## config.mk

```make
export PLATFORM = sky130hd
export DESIGN_NAME = base64_stream_decoder
export DESIGN_NICKNAME = d
export VERILOG_FILES = /design/src/sv/b64d_pkg.sv /design/src/sv/b64d_front.sv /design/src/sv/b64d_queue.sv /design/src/sv/b64d_back.sv /design/src/sv/base64_stream_decoder.sv
export SDC_FILE = /design/constraint.sdc
export NUM_CORES = 1
export LEC_CHECK = 0
export ABC_AREA = 1
export ABC_CLOCK_PERIOD_IN_PS = 5600
export BUFFER_PORTS_ARGS = -buffer_cell sky130_fd_sc_hd__buf_2
export CAP_MARGIN = 20
export CORE_UTILIZATION = 56
export CTS_CLUSTER_DIAMETER = 40
export DETAILED_ROUTE_END_ITERATION = 8
export GPL_ROUTABILITY_DRIVEN = 0
export PLACE_DENSITY = 0.82
export SETUP_SLACK_MARGIN = 0.2
export SLEW_MARGIN = 20
export SYNTH_ARGS = -nofsm -noshare
export SYNTH_HDL_FRONTEND = slang
export SYNTH_SLANG_ARGS = --single-unit
```

## constraint.sdc

```tcl
create_clock -name clk -period 5.6 [get_ports clk]
set_input_delay 1.12 -clock clk [delete_from_list [all_inputs] [get_ports clk]]
set_output_delay 1.12 -clock clk [all_outputs]
set_load 0.03 [all_outputs]
```

## src/sv/b64d_pkg.sv

```systemverilog
// Shared types, constants and the character classifier for the Base64 decoder.
// No dependencies; imported by every module of the decoder.
package b64d_pkg;

  localparam logic [7:0] PAD_CHAR = 8'h3D;
  localparam logic [7:0] END_CHAR = 8'h23;
  localparam int GROUP_BITS = 24;

  // One decode job passed from the front to the back.
  typedef struct packed {
    logic [GROUP_BITS-1:0] word;   // bytes, most significant first
    logic [1:0]            count;  // bytes to emit, 1 to 3
    logic                  term;   // terminator job
  } job_t;

  // Queue status seen by the front and the back.
  typedef struct packed {
    logic empty;
    logic full;
  } q_status_t;

  typedef struct packed {
    logic       valid;
    logic [5:0] value;
  } sextet_t;

  // Map a character to its sextet; padding counts as zero.
  function automatic sextet_t sextet_of(input logic [7:0] c);
    sextet_t s;
    s.valid = 1'b1;
    s.value = 6'd0;
    if (c >= 8'h41 && c <= 8'h5A) begin
      s.value = 6'(c - 8'h41);
    end else if (c >= 8'h61 && c <= 8'h7A) begin
      s.value = 6'(c - 8'h61 + 8'd26);
    end else if (c >= 8'h30 && c <= 8'h39) begin
      s.value = 6'(c - 8'h30 + 8'd52);
    end else if (c == 8'h2B) begin
      s.value = 6'd62;
    end else if (c == 8'h2F) begin
      s.value = 6'd63;
    end else if (c == PAD_CHAR) begin
      s.value = 6'd0;
    end else begin
      s.valid = 1'b0;
    end
    return s;
  endfunction

  // Number of bytes before the first zero byte of a group.
  function automatic logic [1:0] byte_count(input logic [GROUP_BITS-1:0] w);
    logic [1:0] n;
    if (w[23:16] == 8'd0) begin
      n = 2'd0;
    end else if (w[15:8] == 8'd0) begin
      n = 2'd1;
    end else if (w[7:0] == 8'd0) begin
      n = 2'd2;
    end else begin
      n = 2'd3;
    end
    return n;
  endfunction

endpackage

```

## src/sv/b64d_front.sv

```systemverilog
// Front end of the Base64 decoder: classifies characters and collects groups.
// Depends on b64d_pkg; pushes completed decode jobs into b64d_queue.
module b64d_front (
  input  logic           clk,
  input  logic           rst,
  input  logic           accept,
  input  logic [7:0]     in_char,
  input  logic           end_of_line,
  output logic           job_push,
  output b64d_pkg::job_t job
);
  import b64d_pkg::*;

  logic [17:0] group_bits;
  logic [17:0] group_bits_next;
  logic [1:0]  group_count;
  logic [1:0]  group_count_next;
  logic        halted;
  logic        halted_next;
  sextet_t     s;
  logic [23:0] word;
  logic        have_word;
  logic [1:0]  n_bytes;

  assign s = sextet_of(in_char);

  // Group assembly, end-of-line flush and terminator handling.
  always_comb begin
    group_bits_next  = group_bits;
    group_count_next = group_count;
    halted_next      = halted;
    word             = 24'd0;
    have_word        = 1'b0;
    n_bytes          = 2'd0;
    job_push         = 1'b0;
    job.word         = 24'd0;
    job.count        = 2'd0;
    job.term         = 1'b0;
    if (accept && !halted) begin
      if (in_char == END_CHAR) begin
        group_bits_next  = 18'd0;
        group_count_next = 2'd0;
        halted_next      = 1'b1;
        job_push         = 1'b1;
        job.word         = {END_CHAR, 16'd0};
        job.count        = 2'd1;
        job.term         = 1'b1;
      end else begin
        if (s.valid) begin
          if (group_count == 2'd3) begin
            word             = {group_bits, s.value};
            have_word        = 1'b1;
            group_bits_next  = 18'd0;
            group_count_next = 2'd0;
          end else begin
            group_bits_next  = {group_bits[11:0], s.value};
            group_count_next = group_count + 2'd1;
          end
        end
        // Pad a pending partial group with zero sextets.
        if (end_of_line && group_count_next != 2'd0) begin
          have_word = 1'b1;
          case (group_count_next)
            2'd1:    word = {group_bits_next[5:0], 18'd0};
            2'd2:    word = {group_bits_next[11:0], 12'd0};
            default: word = {group_bits_next, 6'd0};
          endcase
          group_bits_next  = 18'd0;
          group_count_next = 2'd0;
        end
        n_bytes   = byte_count(word);
        job.word  = word;
        job.count = n_bytes;
        job_push  = have_word && (n_bytes != 2'd0);
      end
    end
  end

  always_ff @(posedge clk) begin
    if (rst) begin
      group_bits  <= 18'd0;
      group_count <= 2'd0;
      halted      <= 1'b0;
    end else begin
      group_bits  <= group_bits_next;
      group_count <= group_count_next;
      halted      <= halted_next;
    end
  end

endmodule

```

## src/sv/b64d_queue.sv

```systemverilog
// Short job queue between the front and back of the Base64 decoder.
// Depends on b64d_pkg for the job type; used by base64_stream_decoder.
module b64d_queue #(
  parameter int DEPTH = 4
) (
  input  logic              clk,
  input  logic              rst,
  input  logic              push,
  input  b64d_pkg::job_t    push_job,
  input  logic              pop,
  output b64d_pkg::job_t    head,
  output b64d_pkg::q_status_t status
);
  import b64d_pkg::*;

  localparam int PW = (DEPTH > 1) ? $clog2(DEPTH) : 1;
  localparam int CW = $clog2(DEPTH + 1);

  job_t          entries [DEPTH];
  logic [PW-1:0] wr_ptr;
  logic [PW-1:0] rd_ptr;
  logic [CW-1:0] fill;
  logic          do_push;
  logic          do_pop;

  assign status.empty = (fill == CW'(0));
  assign status.full  = (fill == CW'(DEPTH));
  assign do_push = push && !status.full;
  assign do_pop  = pop && !status.empty;
  assign head = entries[rd_ptr];

  // Storage writes.
  always_ff @(posedge clk) begin
    if (do_push) begin
      entries[wr_ptr] <= push_job;
    end
  end

  // Pointers and fill level.
  always_ff @(posedge clk) begin
    if (rst) begin
      wr_ptr <= '0;
      rd_ptr <= '0;
      fill   <= '0;
    end else begin
      if (do_push) begin
        wr_ptr <= (wr_ptr == PW'(DEPTH - 1)) ? '0 : wr_ptr + PW'(1);
      end
      if (do_pop) begin
        rd_ptr <= (rd_ptr == PW'(DEPTH - 1)) ? '0 : rd_ptr + PW'(1);
      end
      if (do_push && !do_pop) begin
        fill <= fill + CW'(1);
      end else if (do_pop && !do_push) begin
        fill <= fill - CW'(1);
      end
    end
  end

endmodule

```

## src/sv/b64d_back.sv

```systemverilog
// Back end of the Base64 decoder: emits job bytes one per cycle while popped.
// Depends on b64d_pkg; reads jobs from b64d_queue into an output register.
module b64d_back (
  input  logic                clk,
  input  logic                rst,
  input  b64d_pkg::job_t      head,
  input  b64d_pkg::q_status_t status,
  output logic                job_pop,
  input  logic                pop,
  output logic                empty,
  output logic [7:0]          out_byte,
  output logic                end_mark,
  output logic                last
);
  import b64d_pkg::*;

  logic [1:0] idx;
  logic       out_valid;
  logic       load;
  logic       take;
  logic       is_last;
  logic [7:0] sel_byte;

  assign empty   = !out_valid;
  assign load    = !out_valid || pop;
  assign take    = load && !status.empty;
  assign is_last = (idx == head.count - 2'd1);
  assign job_pop = take && is_last;

  // Pick the current byte of the head job.
  always_comb begin
    case (idx)
      2'd0:    sel_byte = head.word[23:16];
      2'd1:    sel_byte = head.word[15:8];
      default: sel_byte = head.word[7:0];
    endcase
  end

  // Output register payload.
  always_ff @(posedge clk) begin
    if (take) begin
      out_byte <= sel_byte;
      end_mark <= head.term;
      last     <= is_last;
    end
  end

  // Output valid flag and byte index.
  always_ff @(posedge clk) begin
    if (rst) begin
      out_valid <= 1'b0;
      idx       <= 2'd0;
    end else begin
      if (load) begin
        out_valid <= !status.empty;
      end
      if (take) begin
        idx <= is_last ? 2'd0 : idx + 2'd1;
      end
    end
  end

endmodule

```

## src/sv/base64_stream_decoder.sv

```systemverilog
// Streaming Base64 decoder: one character in per cycle while full is low,
// bytes out as a queue through the job queue and the output register.
// Throughput: one byte leaves per cycle while the reader pops, so full rises
// only while decoded bytes outpace the reader and the job queue fills.
// Reset (synchronous rst): clears the partial group, halt flag, queue and output.
// Depends on b64d_pkg, b64d_front, b64d_queue and b64d_back.
module base64_stream_decoder #(
  parameter int QUEUE_DEPTH = 4
) (
  input  logic       clk,
  input  logic       rst,
  input  logic       push,
  output logic       full,
  input  logic [7:0] in_char,
  input  logic       end_of_line,
  output logic       empty,
  input  logic       pop,
  output logic [7:0] out_byte,
  output logic       end_mark,
  output logic       last
);
  import b64d_pkg::*;

  job_t      new_job;
  job_t      head_job;
  logic      job_push;
  logic      job_pop;
  q_status_t q_status;

  assign full = q_status.full;

  // Front: classification and group assembly.
  b64d_front u_front (
    .clk         (clk),
    .rst         (rst),
    .accept      (push && !full),
    .in_char     (in_char),
    .end_of_line (end_of_line),
    .job_push    (job_push),
    .job         (new_job)
  );

  // Job queue decoupling the two sides.
  b64d_queue #(
    .DEPTH (QUEUE_DEPTH)
  ) u_queue (
    .clk      (clk),
    .rst      (rst),
    .push     (job_push),
    .push_job (new_job),
    .pop      (job_pop),
    .head     (head_job),
    .status   (q_status)
  );

  // Back: byte emission.
  b64d_back u_back (
    .clk      (clk),
    .rst      (rst),
    .head     (head_job),
    .status   (q_status),
    .job_pop  (job_pop),
    .pop      (pop),
    .empty    (empty),
    .out_byte (out_byte),
    .end_mark (end_mark),
    .last     (last)
  );

endmodule
```

# After elaboration in Yosys (flattened, before gate mapping)
# Memories as Yosys holds them, arrays and structs flattened. A register that Yosys moved wholly into a read port is not among the register bits.
# Index checks and enable logic that the tools add are counted.
dict set report totals {
  input_bits 13
  ram_bits 108
  reg_bits 41
  memories 1
}
# memory depth width read_ports rd_clocked_by_memory_dff write_ports line
set mem_list {}
lappend mem_list {u_queue.entries 4 27 1 1 1 b64d_queue.sv:19} ;# job_t entries [DEPTH];
dict set report classes {
  add_sub_neg 12
  n_lt_le_gt_ge 6
  reduce_logical 29
  eq_ne 12
  muxes 52
}
# operator count
set op_table {}
lappend op_table {{$mux 24} 5}
lappend op_table {{$mux 18} 4}
lappend op_table {{$pmux 24 s2} 1}
lappend op_table {{$eq 8x6->1 const B} 4}
lappend op_table {{$mux 2} 15}
lappend op_table {{$mux 6} 5}
lappend op_table {{$mux 27} 1}
lappend op_table {{$mux 26} 1}
lappend op_table {{$logic_not 8->1} 3}
lappend op_table {{$mux 1} 17}
lappend op_table {{$ge 8x7->1 const B} 2}
lappend op_table {{$le 8x7->1 const B} 2}
lappend op_table {{$pmux 8 s2} 1}
lappend op_table {{$logic_and 1x1->1} 13}
lappend op_table {{$sub 6x6->6 const B} 2}
lappend op_table {{$add 2x1->2 const B} 4}
lappend op_table {{$eq 2x2->1 const B} 4}
lappend op_table {{$ge 8x6->1 const B} 1}
lappend op_table {{$le 8x6->1 const B} 1}
lappend op_table {{$add 6x5->6 const B} 1}
lappend op_table {{$add 6x6->6 const B} 1}
lappend op_table {{$logic_not 1->1} 6}
lappend op_table {{$mux 3} 2}
lappend op_table {{$reduce_bool 2->1} 3}
lappend op_table {{11 further kinds} 12}

# Logic depth before layout (Yosys ltp)
dict set report depth {
  ltp_word 30
  ltp_mapped 36
  mapped_depth_nobuf 35
}

# Hierarchy
# A second synthesis with hierarchy kept.
dict set report unflattened {
  cells_unflattened 901
  hier_area_um2 8031.5
}
# module cells_each area_each_um2 n_inst
set by_module_without_submodules {}
lappend by_module_without_submodules {b64d_queue 332 4556.9 1}
lappend by_module_without_submodules {b64d_front 492 2736.4 1}
lappend by_module_without_submodules {b64d_back 75 728.2 1}
lappend by_module_without_submodules {base64_stream_decoder 2 10.0 1}

# Least setup slack after synthesis
# OpenSTA, ideal clock, no wires.
dict set report synth_path {
  path_type {input-to-reg}
  start {input port in_char[0]}
  end {memory u_queue.entries[0][0] in the netlist's numbering, enable pin}
  setup_slack_ns 0.040
  arrival_time_ns 5.149
  setup_ns 0.411
  path_stages 25
  path_cell_list {inv_1 ha_1 inv_1 nand2_1 nand2_1 nand2_2 nand2_4 nand2_4 nor2_4 nand3_4 buf_4 o21ai_0 inv_1 ha_1 inv_1 nand2_1 nor2_1 nand3_1 nand3_1 nor2_1 nand3_1 nor2_2 nand3_2 nand2_2 nor2_1}
}
dict set report synth_via {
  elab_chain_cells 28
  word_cells_on_any_way 63
}
# element line
set synth_rtl {}
lappend synth_rtl {{from (decl)} base64_stream_decoder.sv:14} ;# input logic [7:0] in_char,
lappend synth_rtl {{parallel branches: the longest is 23 deep, another holds $sub 6x6->6} -}
lappend synth_rtl {{$mux 1 *} b64d_front.sv:40} ;# if (in_char == END_CHAR) begin
lappend synth_rtl {{$mux 1 *} b64d_front.sv:39} ;# if (accept && !halted) begin
lappend synth_rtl {{$logic_and 1x1->1 *} b64d_queue.sv:28} ;# assign do_push = push && !status.full;
lappend synth_rtl {{$mux 1 *} b64d_queue.sv:34} ;# if (do_push) begin
lappend synth_rtl {{$mux 1 (implied by the code) *} b64d_queue.sv:35} ;# entries[wr_ptr] <= push_job;
lappend synth_rtl {{to (decl)} b64d_queue.sv:19}
# Mark *: on every way between the ends. The select of a mux whose other input is x is not followed.

# Worst setup path in the final report
dict set report layout_path {
  start {input port in_char[2]}
  end {register u_queue.fill[2]}
}
dict set report layout_via {
  elab_chain_cells 29
  word_cells_on_any_way 66
}
# element line
set layout_rtl {}
lappend layout_rtl {{parallel branches: the longest is 23 deep, another holds $sub 6x6->6} -}
lappend layout_rtl {{$mux 1 *} b64d_front.sv:40}
lappend layout_rtl {{$mux 1 *} b64d_front.sv:39}
lappend layout_rtl {{$logic_and 1x1->1 *} b64d_queue.sv:28}
lappend layout_rtl {{named net u_queue.do_push} b64d_queue.sv:23} ;# logic do_push;
lappend layout_rtl {{$logic_not 1->1} b64d_queue.sv:54} ;# end else if (do_pop && !do_push) begin
lappend layout_rtl {{$logic_and 1x1->1} b64d_queue.sv:54}
lappend layout_rtl {{$reduce_bool 2->1 (no source line)} -}
lappend layout_rtl {{to (signal assigned)} b64d_queue.sv:53} ;# fill <= fill + CW'(1);
lappend layout_rtl {{to (signal assigned)} b64d_queue.sv:55} ;# fill <= fill - CW'(1);
lappend layout_rtl {{to (decl)} b64d_queue.sv:22} ;# logic [CW-1:0] fill;
# Mark *: on every way through the listed nets, which the timed path passes. The select of a mux whose other input is x is not followed.
# A chain may end at the register's enable or synchronous reset.

==> results.txt <==
- Outcome: completed
* Largest incremental delay on the critical path: 380 ps
- Library cell with the largest summed area after synthesis: sky130_fd_sc_hd__edfxtp_1
- In this run the power spent charging and discharging nets is 0.00126 W.
* Final WL: 17200 um
* Simple-gate share of the synthesized area: 23.9%
- Summing all multi-input logic gate instances after layout gives 3000 um^2.
- For the worst setup path, the data arrival time is 5340 ps.
* Number of max-capacitance violations reported: 0
- Maximum number of pins on one net before global-route repair: 32
- Summing the areas of all fa, ha and maj instances in the mapped netlist gives 3.73% of the synthesized area.
- Vias: 6060
* Area delta synth->final: 13.3%
* Number of design-rule violations left by the first detailed-router iteration: 605
* Top delay family on crit path: simple AND/OR/NAND/NOR gates
* Cell chosen for the clock root: sky130_fd_sc_hd__clkbuf_16
* Slew Viols, Final: 0
- Leading cell types by count after synthesis: sky130_fd_sc_hd__nand2_1, sky130_fd_sc_hd__edfxtp_1, sky130_fd_sc_hd__nor2_1, sky130_fd_sc_hd__o21ai_0, sky130_fd_sc_hd__nand3_1
* Width of the chip: 118 um
- The setup check on the worst reg-to-reg path leaves a slack of 1880 ps.
* Sequential standard cell area: 4200 um^2
- STA classifies the critical path endpoint as a flip-flop.
* Slowest cell on the critical path: sky130_fd_sc_hd__fa_1
- In this run the number of cells on the critical path is 34.
* Worst Setup Path Type: in -> reg
- Critical Path Sink: u_queue.fill[2]
- Summed over all cells, the static leakage comes to 3.44 nW.
- Synth Area in XOR/XNOR: 1.16%
- Wire length of the first global-routing pass: 27800 um
- The share of the Yosys chip area taken by registers is 55.5%.
* Largest family of logic cells by synthesized area: simple AND/OR/NAND/NOR gates
- Buffers inserted to repair hold after CTS numbered 0.
- Hold is met by 468 ps.
- Counting every instance in the synthesized netlist gives 849.
* Buffering stage count on the worst path with inverters included: 8
- Slew HR: 32.5%
- Before antenna repair, the detailed router went through 5 iterations.
- Measured against the total synthesized area, the mux share comes to 0%.
- Number of setup violations in the final report: 0
- FF-to-FF End: u_queue.fill[2]
- Antenna Diode Count: 0
- Of the total power, the share spent switching nets is 33.8%.
* Startpoint of the worst register-to-register path: u_front.group_count[0]
- Number of CTS-inserted buffers: 17
- Antenna-violating nets left: 0
* Maximum clock skew at final layout: 10.4 ps
- Cell Area, Synth: 7580 um^2
- After synthesis, the netlist uses 38 different library cells.
* Cell Rows: 42
- PwrDens: 434 nW/um^2
- Sorting the synthesized cells by area gives the leading types as sky130_fd_sc_hd__edfxtp_1, sky130_fd_sc_hd__nand2_1, sky130_fd_sc_hd__dfxtp_1.
* Required time of the critical path: 5960 ps
* Internal cell power: 0.00246 W
* Number of endpoints with negative hold slack in the final report: 0
- Pin placement for this block handled 25 I/O pins.
* Clock latency reported for the late side of the worst-skew pair: 430 ps
* Overall track demand over capacity in global routing: 25.9%
* Ratio of final minimum period to clock period: 88.9%
- Clk buf depth: 2
- Among the stages of the critical path, the cell type that occurs most often is sky130_fd_sc_hd__nand2_1.
- Core Box Area: 13200 um^2
- Clk slew on worst S/H paths: 60 ps
* Final Critical Period: 4980 ps
- The via count of the first global-routing pass came to 5621.
* Starting utilization of the core area: 57.2%
* Number of flip-flops and latches in the synthesized netlist: 151
- Setup repair after global routing missed its margin: false
- Average footprint of a synthesized cell: 8.92 um^2
* Layout filler cell count: 1048
- TritonCTS clock tree: built
- In this run, the combinational gates consume 28.1% of the power.
- The die is 118 um tall.
* GR Overflow Total: 0
* Die area: 14000 um^2
- Among all flip-flop cells after synthesis, the most frequent one is sky130_fd_sc_hd__edfxtp_1.
* Total of warnings raised by yosys: 0
- The count of buffers added on input and output ports is 24.
- Net count of the finished layout: 909
- Counting cells, the worst reg-to-reg path comes to 24.
- Startpoint type of the worst setup path: input port
- Max VDD drop: 0.000244 V
* Final TNS setup: 0 ps
- The H-tree generated during clock tree synthesis spans 4 levels.
- Worst setup path startpoint: in_char[2]
- Of the cells placed in the final design, the portion with a size suffix greater than 1 is 13.1%.
* Share of total power in the clock network: 32.3%
- In this run, synthesis inferred 118 flip-flops with an integrated enable.
* Portion of total power attributed to sequential cells: 39.6%
* Sum of net half-perimeters after detailed placement: 11300 um
* CTS Sinks: 151
- Derived from the worst setup path, the maximum achievable clock frequency is 201 MHz.
- Antenna violations before repair: 0
- Max Fanout on Critical Path: 17
- Worst Tran Pin Value: 1010 ps
- The tightest min-delay check is of the reg -> reg type.
* Async set-reset flop share out of synthesis: 0%
* Average wire per standard cell: 16.2 um
- Post-CTS Repair Setup Buffers: 0
- Summed over its instances, the top area cell type makes up 46.8% of the synthesized netlist area.
- Synthesis produced a netlist with a net count of 884.
* Pwr Total: 0.00372 W
- Yosys instantiated no cell more often than sky130_fd_sc_hd__nand2_1.
* Area fraction in compound gates after synthesis: 10.4%
- DRC errors left: 0
- Dividing the detail-routed via count by the number of cells gives 5.70.
## worst register-to-register path: cells and delay by family (launching register included)
family / cells / cell delay, ps
AO/OA/AOI/OAI: 4 / 480
buffers and inverters: 4 / 370
flip-flops: 1 / 370
adder cells (fa/ha/maj): 4 / 1260
AND/OR/NAND/NOR: 12 / 1170
## layer usage
layer	vias to the layer above	routed length, um	GRT usage, %
li1	2930	-	-
met1	2816	7130	33.1
met2	272	8300	42.6
met3	42	1310	4.97
met4	0	483	11.8
met5	-	0	0
## metrics by stage
stage	cell area [um^2]	utilization, %	setup slack [ps]	std cells
2_1_floorplan	7580	-	39.9	849
3_3_place_gp	7940	60.0	288	1031
3_5_place_dp	7940	60.0	66.3	1031
4_1_cts	8570	64.7	495	1063
5_1_grt	8590	64.9	208	1063
6_report	8590	64.9	623	1063
## flip-flops by register name, indices dropped and copies added, names as in the netlist, 2 cells and up, named ones only
register and cells:
u_back.out_byte 8, u_queue.entries 108, u_front.group_bits 18, u_back.idx 2, u_queue.fill 3, u_front.group_count 2
u_queue.rd_ptr 2, u_queue.wr_ptr 2
## repair_timing
action                                  CTS  global route
resized for setup                         0             7
endpoints found under the hold margin     0             0
endpoints found under the setup margin    0             2
## cell usage in the layout (no fill, tap or decap), types with 3 or more instances in the layout
cell type                    synthesis  final
sky130_fd_sc_hd__nor2_4              2      3
sky130_fd_sc_hd__nand2_1           213    213
sky130_fd_sc_hd__nand2_4             3      3
sky130_fd_sc_hd__inv_4               2      3
sky130_fd_sc_hd__ha_1               21     21
sky130_fd_sc_hd__a22oi_1             6      6
sky130_fd_sc_hd__nor2_1            103     96
sky130_fd_sc_hd__nand2_2            12     12
sky130_fd_sc_hd__edfxtp_1          118    118
sky130_fd_sc_hd__a21oi_1            42     41
sky130_fd_sc_hd__o21ai_0            73     72
sky130_fd_sc_hd__inv_1              53     53
sky130_fd_sc_hd__dfxtp_1            33     33
sky130_fd_sc_hd__buf_4               1     12
sky130_fd_sc_hd__o22ai_1            25     25
sky130_fd_sc_hd__clkinvlp_4          0      3
sky130_fd_sc_hd__clkbuf_16           0     17
sky130_fd_sc_hd__nand3_1            61     61
sky130_fd_sc_hd__nor3_1              6      6
sky130_fd_sc_hd__clkinv_1            3      3
sky130_fd_sc_hd__nor2_2              5     11
sky130_fd_sc_hd__inv_2               6      5
sky130_fd_sc_hd__buf_2               2     24
sky130_fd_sc_hd__xor2_1              9      9
sky130_fd_sc_hd__nand3_2             3      3
sky130_fd_sc_hd__buf_12              0      4
sky130_fd_sc_hd__bufinv_16           0      4
sky130_fd_sc_hd__clkinv_4            0      4
sky130_fd_sc_hd__nand4_1             4      4
## power by group through the flow
stage                     sequential [W]  combinational, W  clock [W]
final                            0.00147           0.00105    0.00120
after global placement           0.00149           0.00101          0
after CTS                        0.00147           0.00104    0.00121
after floorplan                  0.00155          0.000677          0
after global routing             0.00149           0.00116    0.00126
after detailed placement         0.00150           0.00103          0
## how the worst min path moves through the flow
| stage | startpoint | endpoint | slack [ps] | depth (start not counted) |
|---|---|---|---|---|
| finish | u_front.group_bits[9] | u_front.group_bits[9] | 470 | 2 |
| global route | u_front.group_bits[9] | u_front.group_bits[9] | 480 | 2 |
| detailed placement | u_front.group_bits[9] | u_front.group_bits[9] | 460 | 2 |
| floorplan | u_front.group_bits[7] | u_front.group_bits[7] | 450 | 2 |
| CTS | u_front.group_bits[9] | u_front.group_bits[9] | 470 | 2 |
| global placement | u_front.group_bits[9] | u_front.group_bits[9] | 450 | 2 |
## logic make-up (layout without fill, tap and decap cells)
group,after synthesis,after routing
xor+xnor,10,10
flops,151,151
compound gates,148,148
simple gates,420,420
fa+ha+maj,22,22
buf+inv,98,136
## cell type report
cell class	count	area share, %
flip-flops and latches	151	49.0
multi-input cells	600	34.9
clock buffers	18	5.00
repair buffers	40	3.38
inverters	64	2.88
well taps	176	2.56
clock inverters	14	2.33
No activity file was read; power rests on OpenSTA's default activity.
